===== config.mk =====
export PLATFORM = sky130hd
export DESIGN_NAME = grid_map_neighbor_cost_unit
export DESIGN_NICKNAME = d
export VERILOG_FILES = /design/src/design/gmnc_pkg.sv /design/src/design/gmnc_div.sv /design/src/design/gmnc_map.sv /design/src/design/grid_map_neighbor_cost_unit.sv
export SDC_FILE = /design/constraint.sdc
export NUM_CORES = 2
export LEC_CHECK = 0
export ABC_AREA = 0
export CORE_MARGIN = 10
export CORE_UTILIZATION = 45
export CTS_CLUSTER_SIZE = 14
export DETAILED_ROUTE_END_ITERATION = 12
export DONT_BUFFER_PORTS = 1
export PLACE_DENSITY = 0.67
export RECOVER_POWER = 25
export SLEW_MARGIN = 10
export SYNTH_ARGS = -nofsm -noshare
export SYNTH_HDL_FRONTEND = slang
export SYNTH_HIERARCHICAL = 1
export SYNTH_SLANG_ARGS = --single-unit

===== constraint.sdc =====
create_clock -name clk_i -period 8 [get_ports clk_i]
set_clock_uncertainty 0.05 [all_clocks]
set_input_delay 1.6 -clock clk_i [delete_from_list [all_inputs] [get_ports clk_i]]
set_output_delay 1.6 -clock clk_i [all_outputs]
set_load 0.01 [all_outputs]

===== src/design/gmnc_pkg.sv =====
// gmnc_pkg: shared types, codes and constant tables of the grid map neighbor cost unit
// depends on nothing; imported by every module of the block
`default_nettype none

package gmnc_pkg;

  // fixed field widths
  localparam int ID_W    = 12;   // cell id
  localparam int COORD_W = 7;    // column / row coordinate and grid size registers
  localparam int XY_W    = 6;    // coordinates carried by a write request
  localparam int CELL_W  = 14;   // columns * rows

  localparam logic [COORD_W-1:0] CFG_RESET = 7'd64;

  typedef enum logic [1:0] {
    KIND_WRITE  = 2'd0,
    KIND_QUERY  = 2'd1,
    KIND_EXPAND = 2'd2
  } gmnc_kind_e;

  typedef enum logic {
    CFG_COLUMNS = 1'b0,
    CFG_ROWS    = 1'b1
  } gmnc_cfg_e;

  typedef enum logic [3:0] {
    ST_IDLE,
    ST_WR_WB,
    ST_Q_DIVF,
    ST_Q_DIVT,
    ST_Q_RD,
    ST_Q_EVAL,
    ST_E_DIV,
    ST_E_RD0,
    ST_E_RD1,
    ST_E_RD2,
    ST_E_RD3,
    ST_E_EMIT
  } gmnc_state_e;

  // neighbor order: column and row slot (0 = minus one, 1 = same, 2 = plus one)
  localparam logic [1:0] NB_COL [8] = '{2'd0, 2'd1, 2'd2, 2'd0, 2'd2, 2'd0, 2'd1, 2'd2};
  localparam logic [1:0] NB_ROW [8] = '{2'd0, 2'd0, 2'd0, 2'd1, 2'd1, 2'd2, 2'd2, 2'd2};
  // position of the neighbor in the 3x3 window of blocked bits (row * 3 + column)
  localparam logic [3:0] NB_BIT [8] = '{4'd0, 4'd1, 4'd2, 4'd3, 4'd5, 4'd6, 4'd7, 4'd8};

endpackage

`default_nettype wire


===== src/design/gmnc_div.sv =====
// gmnc_div: bit-serial restoring divider, cell id by column count
// depends on gmnc_pkg; one quotient bit per cycle
`default_nettype none

module gmnc_div (
  input  logic                         clk_i,
  input  logic                         rst_ni,
  input  logic                         start_i,
  input  logic [gmnc_pkg::ID_W-1:0]    dividend_i,
  input  logic [gmnc_pkg::COORD_W-1:0] divisor_i,
  output logic                         done_o,
  output logic [gmnc_pkg::ID_W-1:0]    quotient_o,
  output logic [gmnc_pkg::COORD_W-1:0] remainder_o
);
  import gmnc_pkg::*;

  localparam int CNT_W = $clog2(ID_W);

  logic                 run_q, run_d;
  logic                 done_q, done_d;
  logic [CNT_W-1:0]     cnt_q, cnt_d;
  logic [ID_W-1:0]      quo_q, quo_d;
  logic [COORD_W-1:0]   rem_q, rem_d;
  logic [COORD_W:0]     trial;
  logic [COORD_W:0]     diff;
  logic                 fits;

  assign trial = {rem_q, quo_q[ID_W-1]};
  assign diff  = trial - {1'b0, divisor_i};
  assign fits  = trial >= {1'b0, divisor_i};

  always_comb begin
    run_d  = run_q;
    done_d = 1'b0;
    cnt_d  = cnt_q;
    quo_d  = quo_q;
    rem_d  = rem_q;
    if (start_i) begin
      run_d = 1'b1;
      cnt_d = CNT_W'(ID_W - 1);
      quo_d = dividend_i;
      rem_d = '0;
    end else if (run_q) begin
      // remainder stays below the divisor, so it fits the coordinate width
      rem_d = fits ? diff[COORD_W-1:0] : trial[COORD_W-1:0];
      quo_d = {quo_q[ID_W-2:0], fits};
      cnt_d = cnt_q - 1'b1;
      if (cnt_q == '0) begin
        run_d  = 1'b0;
        done_d = 1'b1;
      end
    end
  end

  always_ff @(posedge clk_i or negedge rst_ni) begin
    if (!rst_ni) begin
      run_q  <= 1'b0;
      done_q <= 1'b0;
      cnt_q  <= '0;
    end else begin
      run_q  <= run_d;
      done_q <= done_d;
      cnt_q  <= cnt_d;
    end
  end

  always_ff @(posedge clk_i) begin
    quo_q <= quo_d;
    rem_q <= rem_d;
  end

  assign done_o      = done_q;
  assign quotient_o  = quo_q;
  assign remainder_o = rem_q;

endmodule

`default_nettype wire


===== src/design/gmnc_map.sv =====
// gmnc_map: blocked map, one memory row per grid row, registered read
// depends on gmnc_pkg; clears itself row by row after reset
`default_nettype none

module gmnc_map #(
  parameter  int MAX_COLUMNS = 64,
  parameter  int MAX_ROWS    = 64,
  localparam int RW          = $clog2(MAX_ROWS)
) (
  input  logic                   clk_i,
  input  logic                   rst_ni,
  input  logic                   rd_en_i,
  input  logic [RW-1:0]          rd_row_i,
  output logic [MAX_COLUMNS-1:0] rd_data_o,
  input  logic                   wr_en_i,
  input  logic [RW-1:0]          wr_row_i,
  input  logic [MAX_COLUMNS-1:0] wr_data_i,
  output logic                   clearing_o
);
  import gmnc_pkg::*;

  logic [MAX_COLUMNS-1:0] mem [MAX_ROWS];
  logic [MAX_COLUMNS-1:0] rd_data_q;
  logic                   clr_q, clr_d;
  logic [RW-1:0]          clr_row_q, clr_row_d;
  logic                   we;
  logic [RW-1:0]          wrow;
  logic [MAX_COLUMNS-1:0] wdata;

  // clearing pass owns the write port until the last row is zeroed
  always_comb begin
    clr_d     = clr_q;
    clr_row_d = clr_row_q;
    if (clr_q) begin
      clr_row_d = clr_row_q + 1'b1;
      if (clr_row_q == RW'(MAX_ROWS - 1)) begin
        clr_d = 1'b0;
      end
    end
    we    = clr_q | wr_en_i;
    wrow  = clr_q ? clr_row_q : wr_row_i;
    wdata = clr_q ? '0 : wr_data_i;
  end

  always_ff @(posedge clk_i or negedge rst_ni) begin
    if (!rst_ni) begin
      clr_q     <= 1'b1;
      clr_row_q <= '0;
    end else begin
      clr_q     <= clr_d;
      clr_row_q <= clr_row_d;
    end
  end

  always_ff @(posedge clk_i) begin
    if (we) begin
      mem[wrow] <= wdata;
    end
  end

  always_ff @(posedge clk_i) begin
    if (rd_en_i) begin
      rd_data_q <= mem[rd_row_i];
    end
  end

  assign rd_data_o  = rd_data_q;
  assign clearing_o = clr_q;

endmodule

`default_nettype wire


===== src/design/grid_map_neighbor_cost_unit.sv =====
// grid_map_neighbor_cost_unit: top level, request sequencer and result registers
// depends on gmnc_pkg, gmnc_div and gmnc_map
`default_nettype none

// Blocked-cell map for 8-connected path search without corner cutting. A request is taken
// when start is high and busy is low; busy drops in the cycle that carries the request's
// last result. Results appear on result_valid_o for one cycle each and cannot be held off,
// so the receiver must take them as they come. A write reads the row, then writes it back
// and gives its result; a write outside the grid, a same-cell query and a query with an id
// outside the grid answer straight from the idle state; any other query runs the bit-serial
// divider twice (a pass is a load, then one quotient bit a cycle) and answers after the
// second pass when the cells are not neighbors, else after reading the target row and then
// the source row; an expansion runs one divider pass and three row reads, then gives eight
// results, one a cycle; an expansion of a source outside the grid skips both and gives its
// eight results directly. A request of the unused kind gives no result. After reset the
// map clears itself row by row, with busy high; configuration writes are taken during
// that time.
module grid_map_neighbor_cost_unit #(
  parameter int MAX_COLUMNS = 64,
  parameter int MAX_ROWS    = 64
) (
  input  logic                         clk_i,
  input  logic                         rst_ni,
  // request
  input  logic                         start,
  output logic                         busy,
  input  logic [1:0]                   kind_i,
  input  logic [gmnc_pkg::XY_W-1:0]    cell_x_i,
  input  logic [gmnc_pkg::XY_W-1:0]    cell_y_i,
  input  logic                         block_flag_i,
  input  logic [gmnc_pkg::ID_W-1:0]    from_id_i,
  input  logic [gmnc_pkg::ID_W-1:0]    to_id_i,
  // configuration
  input  logic                         cfg_we_i,
  input  logic                         cfg_index_i,
  input  logic [gmnc_pkg::COORD_W-1:0] cfg_data_i,
  // results
  output logic                         result_valid_o,
  output logic                         reachable_o,
  output logic                         step_cost_o,
  output logic [gmnc_pkg::ID_W-1:0]    neighbor_id_o,
  output logic                         neighbor_valid_o,
  output logic                         last_o
);
  import gmnc_pkg::*;

  localparam int RW = $clog2(MAX_ROWS);
  localparam int CW = $clog2(MAX_COLUMNS);
  // grid size registers cannot exceed their own width
  localparam int COL_CAP = (MAX_COLUMNS < 127) ? MAX_COLUMNS : 127;
  localparam int ROW_CAP = (MAX_ROWS < 127) ? MAX_ROWS : 127;

  // configuration registers and effective grid size
  logic [COORD_W-1:0] cfg_cols_q, cfg_rows_q;
  logic [COORD_W-1:0] cols, rows;
  logic [CELL_W-1:0]  cells;

  always_ff @(posedge clk_i or negedge rst_ni) begin
    if (!rst_ni) begin
      cfg_cols_q <= CFG_RESET;
      cfg_rows_q <= CFG_RESET;
    end else if (cfg_we_i) begin
      unique case (cfg_index_i)
        CFG_COLUMNS: cfg_cols_q <= cfg_data_i;
        CFG_ROWS:    cfg_rows_q <= cfg_data_i;
        default:     cfg_rows_q <= cfg_rows_q;
      endcase
    end
  end

  // zero counts as one, anything above the map size is clamped to it
  always_comb begin
    if (cfg_cols_q == '0) begin
      cols = 7'd1;
    end else if (cfg_cols_q > COORD_W'(COL_CAP)) begin
      cols = COORD_W'(COL_CAP);
    end else begin
      cols = cfg_cols_q;
    end
    if (cfg_rows_q == '0) begin
      rows = 7'd1;
    end else if (cfg_rows_q > COORD_W'(ROW_CAP)) begin
      rows = COORD_W'(ROW_CAP);
    end else begin
      rows = cfg_rows_q;
    end
  end

  assign cells = {7'd0, cols} * {7'd0, rows};

  // sequencer state and per-request registers
  gmnc_state_e        state_q, state_d;
  logic [XY_W-1:0]    wx_q, wx_d, wy_q, wy_d;
  logic               flag_q, flag_d;
  logic [ID_W-1:0]    from_q, from_d, to_q, to_d;
  logic [COORD_W-1:0] fx_q, fx_d, fy_q, fy_d, tx_q, tx_d;
  logic               diag_q, diag_d;
  logic               tgt_blk_q, tgt_blk_d;
  logic               corner_a_q, corner_a_d;
  logic               src_ok_q, src_ok_d;
  logic [8:0]         blk_q, blk_d;
  logic [2:0]         k_q, k_d;

  // shared divider
  logic               div_start;
  logic [ID_W-1:0]    div_dividend;
  logic               div_done;
  logic [ID_W-1:0]    div_quo;
  logic [COORD_W-1:0] div_rem;

  gmnc_div u_div (
    .clk_i       (clk_i),
    .rst_ni      (rst_ni),
    .start_i     (div_start),
    .dividend_i  (div_dividend),
    .divisor_i   (cols),
    .done_o      (div_done),
    .quotient_o  (div_quo),
    .remainder_o (div_rem)
  );

  // blocked map
  logic                   map_rd_en;
  logic [RW-1:0]          map_rd_row;
  logic [MAX_COLUMNS-1:0] map_rd_data;
  logic                   map_wr_en;
  logic [MAX_COLUMNS-1:0] row_mod;
  logic                   map_clearing;

  gmnc_map #(
    .MAX_COLUMNS (MAX_COLUMNS),
    .MAX_ROWS    (MAX_ROWS)
  ) u_map (
    .clk_i      (clk_i),
    .rst_ni     (rst_ni),
    .rd_en_i    (map_rd_en),
    .rd_row_i   (map_rd_row),
    .rd_data_o  (map_rd_data),
    .wr_en_i    (map_wr_en),
    .wr_row_i   (RW'(wy_q)),
    .wr_data_i  (row_mod),
    .clearing_o (map_clearing)
  );

  // read-modify-write of the row holding the written cell
  always_comb begin
    row_mod            = map_rd_data;
    row_mod[CW'(wx_q)] = flag_q;
  end

  logic accept;
  assign busy   = (state_q != ST_IDLE) || map_clearing;
  assign accept = start && !busy;

  logic write_in_grid;
  logic ids_in_grid;
  logic src_in_grid;
  assign write_in_grid = ({1'b0, cell_x_i} < cols) && ({1'b0, cell_y_i} < rows);
  assign src_in_grid   = {2'b00, from_id_i} < cells;
  assign ids_in_grid   = src_in_grid && ({2'b00, to_id_i} < cells);

  // query distance check against the target coordinates coming out of the divider
  logic [COORD_W-1:0] q_ty, ax, ay;
  logic               q_adj, q_diag;
  assign q_ty   = COORD_W'(div_quo);
  assign ax     = (div_rem > fx_q) ? (div_rem - fx_q) : (fx_q - div_rem);
  assign ay     = (q_ty > fy_q) ? (q_ty - fy_q) : (fy_q - q_ty);
  assign q_adj  = (ax <= 7'd1) && (ay <= 7'd1);
  assign q_diag = (ax == 7'd1) && (ay == 7'd1);

  // 3x3 window around the source for an expansion
  logic          x_lo_ok, x_hi_ok, y_lo_ok, y_hi_ok;
  logic [CW-1:0] col_l, col_m, col_r;
  logic [RW-1:0] row_up, row_dn;
  logic [2:0]    win_bits;
  logic [2:0]    x_ok_vec, y_ok_vec;

  assign x_lo_ok  = fx_q != '0;
  assign x_hi_ok  = ({1'b0, fx_q} + 8'd1) < {1'b0, cols};
  assign y_lo_ok  = fy_q != '0;
  assign y_hi_ok  = ({1'b0, fy_q} + 8'd1) < {1'b0, rows};
  assign col_l    = x_lo_ok ? CW'(fx_q - 7'd1) : CW'(fx_q);
  assign col_m    = CW'(fx_q);
  assign col_r    = x_hi_ok ? CW'(fx_q + 7'd1) : CW'(fx_q);
  assign row_up   = y_lo_ok ? RW'(fy_q - 7'd1) : RW'(fy_q);
  assign row_dn   = y_hi_ok ? RW'(fy_q + 7'd1) : RW'(fy_q);
  assign win_bits = {map_rd_data[col_r], map_rd_data[col_m], map_rd_data[col_l]};
  assign x_ok_vec = {x_hi_ok, 1'b1, x_lo_ok};
  assign y_ok_vec = {y_hi_ok, 1'b1, y_lo_ok};

  // current neighbor of the expansion
  logic [1:0]      nb_col, nb_row;
  logic            nb_ok;
  logic [ID_W-1:0] row_off, col_off, nb_id;

  assign nb_col = NB_COL[k_q];
  assign nb_row = NB_ROW[k_q];
  assign nb_ok  = src_ok_q && x_ok_vec[nb_col] && y_ok_vec[nb_row] && !blk_q[NB_BIT[k_q]];

  always_comb begin
    unique case (nb_row)
      2'd0:    row_off = 12'd0 - {5'd0, cols};
      2'd2:    row_off = {5'd0, cols};
      default: row_off = '0;
    endcase
    unique case (nb_col)
      2'd0:    col_off = 12'hFFF;
      2'd2:    col_off = 12'd1;
      default: col_off = '0;
    endcase
  end

  // wraps to 12 bits; exact whenever the neighbor is inside the grid
  assign nb_id = from_q + row_off + col_off;

  // result to register this cycle
  logic            emit;
  logic            e_reach, e_cost, e_nvalid, e_last;
  logic [ID_W-1:0] e_nid;

  always_comb begin
    state_d      = state_q;
    wx_d         = wx_q;
    wy_d         = wy_q;
    flag_d       = flag_q;
    from_d       = from_q;
    to_d         = to_q;
    fx_d         = fx_q;
    fy_d         = fy_q;
    tx_d         = tx_q;
    diag_d       = diag_q;
    tgt_blk_d    = tgt_blk_q;
    corner_a_d   = corner_a_q;
    src_ok_d     = src_ok_q;
    blk_d        = blk_q;
    k_d          = k_q;
    div_start    = 1'b0;
    div_dividend = from_q;
    map_rd_en    = 1'b0;
    map_rd_row   = RW'(fy_q);
    map_wr_en    = 1'b0;
    emit         = 1'b0;
    e_reach      = 1'b0;
    e_cost       = 1'b0;
    e_nid        = '0;
    e_nvalid     = 1'b0;
    e_last       = 1'b0;

    unique case (state_q)
      ST_IDLE: begin
        if (accept) begin
          wx_d   = cell_x_i;
          wy_d   = cell_y_i;
          flag_d = block_flag_i;
          from_d = from_id_i;
          to_d   = to_id_i;
          unique case (kind_i)
            KIND_WRITE: begin
              if (write_in_grid) begin
                map_rd_en  = 1'b1;
                map_rd_row = RW'(cell_y_i);
                state_d    = ST_WR_WB;
              end else begin
                // outside the grid: map untouched, plain acknowledge
                emit   = 1'b1;
                e_last = 1'b1;
              end
            end
            KIND_QUERY: begin
              if (from_id_i == to_id_i) begin
                emit    = 1'b1;
                e_reach = 1'b1;
                e_last  = 1'b1;
              end else if (!ids_in_grid) begin
                emit   = 1'b1;
                e_last = 1'b1;
              end else begin
                div_start    = 1'b1;
                div_dividend = from_id_i;
                state_d      = ST_Q_DIVF;
              end
            end
            KIND_EXPAND: begin
              src_ok_d = src_in_grid;
              k_d      = '0;
              if (src_in_grid) begin
                div_start    = 1'b1;
                div_dividend = from_id_i;
                state_d      = ST_E_DIV;
              end else begin
                state_d = ST_E_EMIT;
              end
            end
            default: begin
              // unused kind: dropped without a result
              state_d = ST_IDLE;
            end
          endcase
        end
      end

      ST_WR_WB: begin
        map_wr_en = 1'b1;
        emit      = 1'b1;
        e_last    = 1'b1;
        state_d   = ST_IDLE;
      end

      ST_Q_DIVF: begin
        if (div_done) begin
          fx_d         = div_rem;
          fy_d         = COORD_W'(div_quo);
          div_start    = 1'b1;
          div_dividend = to_q;
          state_d      = ST_Q_DIVT;
        end
      end

      ST_Q_DIVT: begin
        if (div_done) begin
          tx_d   = div_rem;
          diag_d = q_diag;
          if (q_adj) begin
            // target row first: target bit and the corner in the source column
            map_rd_en  = 1'b1;
            map_rd_row = RW'(q_ty);
            state_d    = ST_Q_RD;
          end else begin
            emit    = 1'b1;
            e_last  = 1'b1;
            state_d = ST_IDLE;
          end
        end
      end

      ST_Q_RD: begin
        tgt_blk_d  = map_rd_data[CW'(tx_q)];
        corner_a_d = map_rd_data[CW'(fx_q)];
        map_rd_en  = 1'b1;
        map_rd_row = RW'(fy_q);
        state_d    = ST_Q_EVAL;
      end

      ST_Q_EVAL: begin
        // source row now holds the other corner
        emit    = 1'b1;
        e_reach = !tgt_blk_q && (!diag_q || (!corner_a_q && !map_rd_data[CW'(tx_q)]));
        e_cost  = e_reach;
        e_last  = 1'b1;
        state_d = ST_IDLE;
      end

      ST_E_DIV: begin
        if (div_done) begin
          fx_d    = div_rem;
          fy_d    = COORD_W'(div_quo);
          state_d = ST_E_RD0;
        end
      end

      ST_E_RD0: begin
        map_rd_en  = 1'b1;
        map_rd_row = row_up;
        state_d    = ST_E_RD1;
      end

      ST_E_RD1: begin
        blk_d[2:0] = win_bits;
        map_rd_en  = 1'b1;
        map_rd_row = RW'(fy_q);
        state_d    = ST_E_RD2;
      end

      ST_E_RD2: begin
        blk_d[5:3] = win_bits;
        map_rd_en  = 1'b1;
        map_rd_row = row_dn;
        state_d    = ST_E_RD3;
      end

      ST_E_RD3: begin
        blk_d[8:6] = win_bits;
        k_d        = '0;
        state_d    = ST_E_EMIT;
      end

      ST_E_EMIT: begin
        emit     = 1'b1;
        e_nvalid = nb_ok;
        e_nid    = nb_ok ? nb_id : '0;
        e_last   = k_q == 3'd7;
        k_d      = k_q + 1'b1;
        if (k_q == 3'd7) begin
          state_d = ST_IDLE;
        end
      end

      default: begin
        state_d = ST_IDLE;
      end
    endcase
  end

  always_ff @(posedge clk_i or negedge rst_ni) begin
    if (!rst_ni) begin
      state_q <= ST_IDLE;
      k_q     <= '0;
    end else begin
      state_q <= state_d;
      k_q     <= k_d;
    end
  end

  always_ff @(posedge clk_i) begin
    wx_q       <= wx_d;
    wy_q       <= wy_d;
    flag_q     <= flag_d;
    from_q     <= from_d;
    to_q       <= to_d;
    fx_q       <= fx_d;
    fy_q       <= fy_d;
    tx_q       <= tx_d;
    diag_q     <= diag_d;
    tgt_blk_q  <= tgt_blk_d;
    corner_a_q <= corner_a_d;
    src_ok_q   <= src_ok_d;
    blk_q      <= blk_d;
  end

  // result registers, each result shown for a single cycle
  logic            res_valid_q;
  logic            res_reach_q, res_cost_q, res_nvalid_q, res_last_q;
  logic [ID_W-1:0] res_nid_q;

  always_ff @(posedge clk_i or negedge rst_ni) begin
    if (!rst_ni) begin
      res_valid_q <= 1'b0;
    end else begin
      res_valid_q <= emit;
    end
  end

  always_ff @(posedge clk_i) begin
    res_reach_q  <= e_reach;
    res_cost_q   <= e_cost;
    res_nid_q    <= e_nid;
    res_nvalid_q <= e_nvalid;
    res_last_q   <= e_last;
  end

  assign result_valid_o   = res_valid_q;
  assign reachable_o      = res_reach_q;
  assign step_cost_o      = res_cost_q;
  assign neighbor_id_o    = res_nid_q;
  assign neighbor_valid_o = res_nvalid_q;
  assign last_o           = res_last_q;

`ifndef SYNTHESIS
  // no request is taken while the map is still being cleared
  assert property (@(posedge clk_i) disable iff (!rst_ni) map_clearing |-> busy)
    else $error("map clearing without busy");

  // the divider only finishes while the sequencer waits for it
  assert property (@(posedge clk_i) disable iff (!rst_ni)
    div_done |-> (state_q == ST_Q_DIVF || state_q == ST_Q_DIVT || state_q == ST_E_DIV))
    else $error("divider finished outside a divide state");

  // eighth neighbor closes the expansion
  assert property (@(posedge clk_i) disable iff (!rst_ni)
    (state_q == ST_E_EMIT && k_q == 3'd7) |=> (result_valid_o && last_o && !busy))
    else $error("expansion did not close on the eighth neighbor");

  // a reachable query result never carries a neighbor
  assert property (@(posedge clk_i) disable iff (!rst_ni)
    (result_valid_o && reachable_o) |-> !neighbor_valid_o)
    else $error("reachable and neighbor valid together");
`endif

endmodule

`default_nettype wire


Word level (Yosys, flattened, before mapping)
Memories as Yosys holds them, arrays and structs flattened. A register that Yosys moved wholly into a read port is not among the register bits.
Index checks and enable logic that the tools add are counted.
- logic and storage cells: 260
- RAM bits: 4096
- ROM bits: 64
- flip-flop bits (word level): 140
- input port bits: 51
- memories: 4
- output and inout bits: 18
- memories (name ; depth ; bits a word ; rd ports ; clocked after memory_dff ; wr ports ; RTL line ; source):
    u_map.mem ; 64 ; 64 ; 1 ; 1 ; 1 ; gmnc_map.sv:22 ; logic [MAX_COLUMNS-1:0] mem [MAX_ROWS];
    (name not given) ; 8 ; 4 ; 1 ; 0 ; 0 ; grid_map_neighbor_cost_unit.sv:198 ; assign nb_ok = src_ok_q && x_ok_vec[nb_col] && y_ok_vec[nb_row] && !blk_q[NB_BIT[k_q]];
    (name not given) ; 8 ; 2 ; 1 ; 0 ; 0 ; grid_map_neighbor_cost_unit.sv:197 ; assign nb_row = NB_ROW[k_q];
    (name not given) ; 8 ; 2 ; 1 ; 0 ; 0 ; grid_map_neighbor_cost_unit.sv:196 ; assign nb_col = NB_COL[k_q];
- add/sub/neg operators: 17
- multipliers: 1
- mux-type cells: 107
- equal/unequal tests: 29
- reduce and logical (&&, ||, !) cells: 44
- magnitude comparators: 23
- bitwise operators: 3
- operators with widths (operator ; number):
    one-hot mux 12 bit (2 select lines) ; 4
    two-way mux 12 bit ; 7
    bitwise mux 64 bit ; 1
    two-way mux 64 bit ; 1
    two-way mux 6 bit ; 10
    two-way mux 4 bit ; 13
    two-way mux 7 bit ; 7
    one-hot mux 4 bit (10 select lines) ; 1
    two-way mux 1 bit ; 38
    less-than comparator 6 x 7 -> 1 bit (second input constant) ; 5
    subtractor 7 bit ; 5
    less-than comparator 12 x 14 -> 1 bit ; 2
    adder 12 bit ; 2
    binary-select mux 1 bit (select 6 bit) ; 4
    one-hot mux 6 bit (4 select lines) ; 1
    adder 6 x 1 -> 6 bit (second input constant) ; 3
    adder 7 x 1 -> 8 bit (second input constant) ; 2
    equality test 4 x 3 -> 1 bit (second input constant) ; 4
    equality test 4 bit (second input constant) ; 4
    less-than comparator 8 x 7 -> 1 bit ; 2
    equality test 7 x 1 -> 1 bit (second input constant) ; 2
    greater-than comparator 7 bit ; 2
    greater-than comparator 7 bit (second input constant) ; 2
    less-or-equal comparator 7 x 1 -> 1 bit (second input constant) ; 2
    other kinds (50) ; 100

Longest topological paths before layout
- word-level depth: 12
- mapped depth: 36
- mapped depth without buffers: 33

By module
The synthesis kept the hierarchy.
- modules (own cells, without submodules) (module ; cells an instance ; sequential area each (µm²) ; area an instance (µm²) ; times used):
    gmnc_map ; 6768 ; 125096.2 ; 157924.0 ; 1
    grid_map_neighbor_cost_unit ; 1632 ; 2975.4 ; 14428.8 ; 1
    gmnc_div ; 157 ; 650.6 ; 1629.1 ; 1

Worst setup path after synthesis
OpenSTA, ideal clock, no wires.
- path kind: reg2reg
- start point: register cfg_cols_q[6]
- end point: register u_div.quo_q[0], in the netlist u_div/quotient_o[0] (enable)
- data arrival time: 7.255 ns
- slack: 0.374 ns
- clock period less this slack: 7.626 ns
- data required time: 7.629 ns
- cell stages (with the launch flop): 35
- path buffers: 5
- setup time: 0.321 ns
- path through: dfstp_2 -> buf_2 -> inv_1 -> clkbuf_1 -> nand2_1 -> clkbuf_1 -> inv_1 -> nand2_1 -> fa_1 -> fa_1 -> inv_1 -> fa_1 -> inv_1 -> fa_1 -> inv_1 -> ha_1 -> a21o_1 -> nand2_1 -> nand3_1 -> a21o_1 -> a21oi_1 -> xor2_1 -> ha_1 -> o21ai_0 -> nor2_1 -> o211ai_1 -> nand3_1 -> a31oi_1 -> o21ai_1 -> a21boi_1 -> o21ai_1 -> nand2_1 -> clkbuf_1 -> clkbuf_1 -> or2_2
- word-level cells in the longest chain between the ends: 12
- elaborated cells between the ends (all ways): 15
- those cells by class: mul (1); order compare (3); mux (8); reduce/logical (3)
- ends and longest elaborated chain (element ; RTL line ; source):
    from (decl) ; grid_map_neighbor_cost_unit.sv:54 ; logic [COORD_W-1:0] cfg_cols_q, cfg_rows_q;
    from (signal assigned) ; grid_map_neighbor_cost_unit.sv:64 ; CFG_COLUMNS: cfg_cols_q <= cfg_data_i;
    greater-than comparator 7 bit ; grid_map_neighbor_cost_unit.sv:75 ; end else if (cfg_cols_q > COORD_W'(COL_CAP)) begin
    two-way mux 7 bit ; grid_map_neighbor_cost_unit.sv:75 ;
    two-way mux 7 bit * ; grid_map_neighbor_cost_unit.sv:73 ; if (cfg_cols_q == '0) begin
    named net cols[2] ; grid_map_neighbor_cost_unit.sv:55 ; logic [COORD_W-1:0] cols, rows;
    multiplier 7 x 7 -> 14 bit * ; grid_map_neighbor_cost_unit.sv:89 ; assign cells = {7'd0, cols} * {7'd0, rows};
    less-than comparator 12 x 14 -> 1 bit, on equally long branches ; grid_map_neighbor_cost_unit.sv:159, grid_map_neighbor_cost_unit.sv:160 ;
    logical AND 1 bit ; grid_map_neighbor_cost_unit.sv:160 ; assign ids_in_grid = src_in_grid && ({2'b00, to_id_i} < cells);
    two-way mux 1 bit ; grid_map_neighbor_cost_unit.sv:274 ; end else if (!ids_in_grid) begin
    two-way mux 1 bit ; grid_map_neighbor_cost_unit.sv:270 ; if (from_id_i == to_id_i) begin
    one-hot mux 1 bit (2 select lines) * ; grid_map_neighbor_cost_unit.sv:257 ; unique case (kind_i)
    two-way mux 1 bit * ; grid_map_neighbor_cost_unit.sv:251 ; if (accept) begin
    one-hot mux 1 bit (2 select lines) * ; grid_map_neighbor_cost_unit.sv:249 ; unique case (state_q)
    named net div_start ; grid_map_neighbor_cost_unit.sv:105 ; logic div_start;
    nonzero test 2 bit (no line) * ; - ;
    to (signal assigned) ; gmnc_div.sv:68 ; quo_q <= quo_d;
    to (decl) ; gmnc_div.sv:22 ; logic [ID_W-1:0] quo_q, quo_d;
The timed path passes the listed nets; every way through them passes the cells marked *.
A chain may end at the register's enable or synchronous reset.

Worst setup path in the final report
- start point: register cfg_cols_q[5]
- end point: register u_div.rem_q[5], in the netlist u_div/remainder_o[5]
- word-level cells in the longest chain between the ends: 11
- elaborated cells between the ends (all ways): 17
- those cells by class: add/sub (1); mul (1); order compare (4); mux (9); reduce/logical (2)
- ends and longest elaborated chain (element ; RTL line ; source):
    greater-than comparator 7 bit ; grid_map_neighbor_cost_unit.sv:75 ;
    two-way mux 7 bit ; grid_map_neighbor_cost_unit.sv:75 ;
    two-way mux 7 bit * ; grid_map_neighbor_cost_unit.sv:73 ;
    named net cols[0] ; grid_map_neighbor_cost_unit.sv:55 ;
    multiplier 7 x 7 -> 14 bit * ; grid_map_neighbor_cost_unit.sv:89 ;
    less-than comparator 12 x 14 -> 1 bit, on equally long branches ; grid_map_neighbor_cost_unit.sv:159, grid_map_neighbor_cost_unit.sv:160 ;
    logical AND 1 bit ; grid_map_neighbor_cost_unit.sv:160 ;
    two-way mux 1 bit ; grid_map_neighbor_cost_unit.sv:274 ;
    two-way mux 1 bit ; grid_map_neighbor_cost_unit.sv:270 ;
    one-hot mux 1 bit (2 select lines) * ; grid_map_neighbor_cost_unit.sv:257 ;
    two-way mux 1 bit * ; grid_map_neighbor_cost_unit.sv:251 ;
    one-hot mux 1 bit (2 select lines) * ; grid_map_neighbor_cost_unit.sv:249 ;
    named net div_start ; grid_map_neighbor_cost_unit.sv:105 ;
    to (signal assigned) ; gmnc_div.sv:69 ; rem_q <= rem_d;
    to (decl) ; gmnc_div.sv:23 ; logic [COORD_W-1:0] rem_q, rem_d;
Marks and branches as above.

==> summary.txt <==
Worst setup path
  – Worst path top cell family by delay: adder cells
  – Max FO, Critical Path: 34
  – Crit-path max cell delay: 510 ps
  – Kind of critical path: flop to flop
  – Worst R2R Path Depth: 32
  – Required @ worst endpoint: 8840 ps
  – Slowest stage cell, crit path: fa_1
  – R2r setup slk: 500 ps
  – Crit. End Element: flop
  – Critical Path AT: 8340 ps
  – FF-to-FF Start: cfg_cols_q[5]$_DFFE_PN0P_
  – Crit. path cell count: 32
  – Crit path launch type: flop
  – Critical R2R Capture: u_div/remainder_o[5]$_SDFFE_PP0P_
  – WP buf/inv: 5

Logic synthesis
  – Ys flop type: edfxtp_1
  – Synth Register Bits: 4300
  – Synth warnings: 6
  – Netlist cell types: 105
  – Register area share after synthesis: 0.740
  – Mapped Area: 174000 sq um
  – Mapped Nets: 8782
  – Syn avg cell area: 20.3 sq um
  – Share of flip-flops with an asynchronous set or reset: 0.00814
  – Cells after Synth: 8557
  – Post-synth EDFFs: 4242

Routing
  – Drt first pass iters: 8
  – Vias: 93100
  – Initial detailed-routing violation count: 13900
  – M1 wire length: 190 mm
  – Post-DRT Antenna Nets: 0
  – DR DRC count: 0
  – Routed wire length per instance: 34.9 um
  – Routed wl met2: 234 mm
  – Top routing layer used: met5
  – Met3 WL post-DR: 62.6 mm
  – Final wirelength: 509 mm
  – Drt via density: 6.39

Floorplanning
  – Core box area: 385000 sq um
  – I/O pin cnt: 69
  – Die Wd: 642 um
  – DIE HEIGHT: 642 um
  – Initial Utilization: 0.451
  – Die area: 412000 sq um
  – Site Rows: 228

Clock network
  – Clk buf depth: 4
  – Clock slew at reported path FFs: 60 ps
  – CTS tree: done
  – H-tree depth: 5
  – Clk sinks: 4300
  – Setup Fix Bufs, Post-CTS: 0
  – CTS buffer count: 421
  – Clk_lat worst skew: 1010 ps
  – Clock root buffer: clkbuf_16

Timing
  – Slew margin rel.: -0.904
  – Worst Max-Slew Pin Slew: 2860 ps
  – Fin. max-slew vios: 1916
  – Final worst path period need: 7500 ps
  – Endpoints failing setup: 0
  – Final hold viol count: 0
  – Sum Neg Setup Slack: 0 ps
  – RSZ-0062 raised after global routing: no
  – Final worst slack: 501 ps
  – Achievable Freq: 0.133 GHz
  – Period utilization: 0.937

Power and ir drop
  – Overall power: 0.0812 W
  – P_leak: 62.6 nW
  – PwrDens: 411 nW/um^2
  – VDD IR max: 0.465 mV

GRT
  – Global-route wire length before repair: 715 mm
  – GRT Total Usage: 0.240
  – Initial antenna violation count: 18
  – Vias in the first global route: 92100
  – Largest net degree at the start of global routing: 65
  – Total global routing overflow: 0

Flow run
  – Max Cap Viol: 45

Finish
  – Final #Nets: 9254
  – Reg area: 129000 sq um
  – Finished Core Util: 0.512
  – Share of layout cells above drive strength 1: 0.262
  – Fillers: 29700
  – Multi-input gate area in the final layout: 43300 sq um
  – P&R area growth vs syn: 13.5%

Outcome
  – Failing checks: capacitance limit, slew limit
  – Outcome: finished with violations

Place
  – GPL Wtd Cong: 0.896
  – I/O Buffers: 0
  – Dpl ws: 408 ps
  – Final HPWL DP: 293 mm

Hold path
  – Min-delay worst type: primary input to async pin
==> worst max-delay path by stage <==
stage,start,endpoint,slack [ps]
CTS,cfg_cols_q[3]$_DFFE_PN0P_,u_div/quotient_o[8]$_DFFE_PP_,460
detailed placement,cfg_cols_q[3]$_DFFE_PN0P_,u_div/quotient_o[0]$_DFFE_PP_,410
floorplan,cfg_cols_q[6]$_DFFE_PN1P_,u_div/quotient_o[0]$_DFFE_PP_,370
global placement,cfg_cols_q[3]$_DFFE_PN0P_,u_div/remainder_o[5]$_SDFFE_PP0P_,260
global route,cfg_cols_q[6]$_DFFE_PN1P_,u_div/remainder_o[5]$_SDFFE_PP0P_,40
finish,cfg_cols_q[5]$_DFFE_PN0P_,u_div/remainder_o[5]$_SDFFE_PP0P_,500
==> cell type report <==
type / instances / share of cell area
clock inverters: 265 / 0.0117
inverters: 123 / 0.00234
well taps: 5175 / 0.0328
flip-flops and latches: 4300 / 0.652
diodes: 17 / 0.000215
clock buffers: 515 / 0.0562
multi-input cells: 3662 / 0.219
repair buffers: 521 / 0.0256
==> timing repair <==
action                                 in CTS  in global routing
endpoints found under the hold margin       0                  0
setup endpoints to repair                   0                 13
resized for setup                           0                  2
hold buffers                                0                  0
==> state kept, by name, summed over array words and instances, names as in the netlist, 9 cells and up <==
register          flops
u_div/quotient_o     12
to_q                 12
neighbor_id_o        12
from_q               12
u_map/mem          4096
u_map/rd_data_o      64
blk_q                 9
==> cell usage in the layout (no fill, tap or decap), types with 71 or more instances in the layout <==
master / Yosys / final
mux2i_1: 191 / 191
ha_1: 133 / 133
clkbuf_16: 0 / 429
mux2_2: 154 / 150
clkinv_2: 0 / 88
a21oi_1: 86 / 86
nand2_1: 293 / 290
clkinv_1: 3 / 107
nor2_1: 303 / 238
nand2b_1: 81 / 80
buf_4: 76 / 385
o211ai_1: 71 / 71
mux4_2: 1069 / 1069
clkbuf_1: 199 / 118
o22ai_1: 266 / 266
buf_12: 0 / 93
o21ai_0: 78 / 77
edfxtp_1: 4242 / 4242
nand3_1: 130 / 129
inv_1: 118 / 118
==> Yosys cell counts, types with 14 or more instances <==
cell type  count  area, sq um
buf_4         76          571
clkbuf_1     199          747
nor3b_1       18          135
nor4_1        60          375
a211oi_1      28          210
mux4_2      1069        24100
mux2_2       154         1730
o221ai_1      36          315
o21ai_0       78          390
o211ai_1      71          533
xor2_1        15          131
o31ai_1       19          143
nor2_1       303         1140
and2_1        20          125
a2bb2oi_1     43          377
a22oi_1       21          158
dfrtp_1       32          801
o22a_1        14          123
nor2b_1       98          613
nand2b_1      81          507
nor3_1        51          255
ha_1         133         1660
fa_1          41          821
mux2i_1      191         1910
inv_1        118          443
buf_2        160          801
a21o_1        18          135
nand3b_1      18          135
dfxtp_1       23          460
o22ai_1      266         1660
buf_1         32          120
nand2_1      293         1100
nand3_1      130          651
xnor2_1       55          482
a21oi_1       86          430
edfxtp_1    4242       127000
==> power by group <==
part | switching, W | leakage, nW | total, W | internal, W
Combinational | 0.0192 | 17.3 | 0.0339 | 0.0147
Sequential | 0.000490 | 38.7 | 0.0279 | 0.0274
Clock | 0.00851 | 6.55 | 0.0194 | 0.0109
==> per-layer routing <==
metal | up-vias | global-route usage
met5 | - | 0
met2 | 6029 | 0.371
li1 | 36700 | -
met3 | 1100 | 0.0638
met1 | 49300 | 0.332
met4 | 8 | 0.0879
==> worst reg2reg max path, delay by kind of cell (launching register included) <==
family          cells  cell delay [ps]
fa+ha+maj           6             2550
compound gates     11             2300
simple gates        9             1320
buf+inv             5              510
flops               1              440
xor+xnor            1              280
==> metrics by stage <==
stage	hold slack [ps]	cell area (sq um)	std cells
3_5_place_dp	457	184000	13800
3_3_place_gp	428	184000	13800
6_report	263	198000	14600
2_1_floorplan	353	174000	8557
4_1_cts	198	197000	14500
5_1_grt	223	197000	14600
==> cells by family (layout without fill, tap and decap cells) <==
group | after synthesis | count (layout) | synth area share
xor+xnor | 70 | 70 | 0.00352
mux | 1414 | 1414 | 0.159
compound gates | 848 | 848 | 0.0345
other cells | 0 | 17 | 0
buf+inv | 595 | 1424 | 0.0158
simple gates | 1155 | 1155 | 0.0326
fa+ha+maj | 175 | 175 | 0.0143
flops | 4300 | 4300 | 0.740
Power figures use the tool's default switching activity.
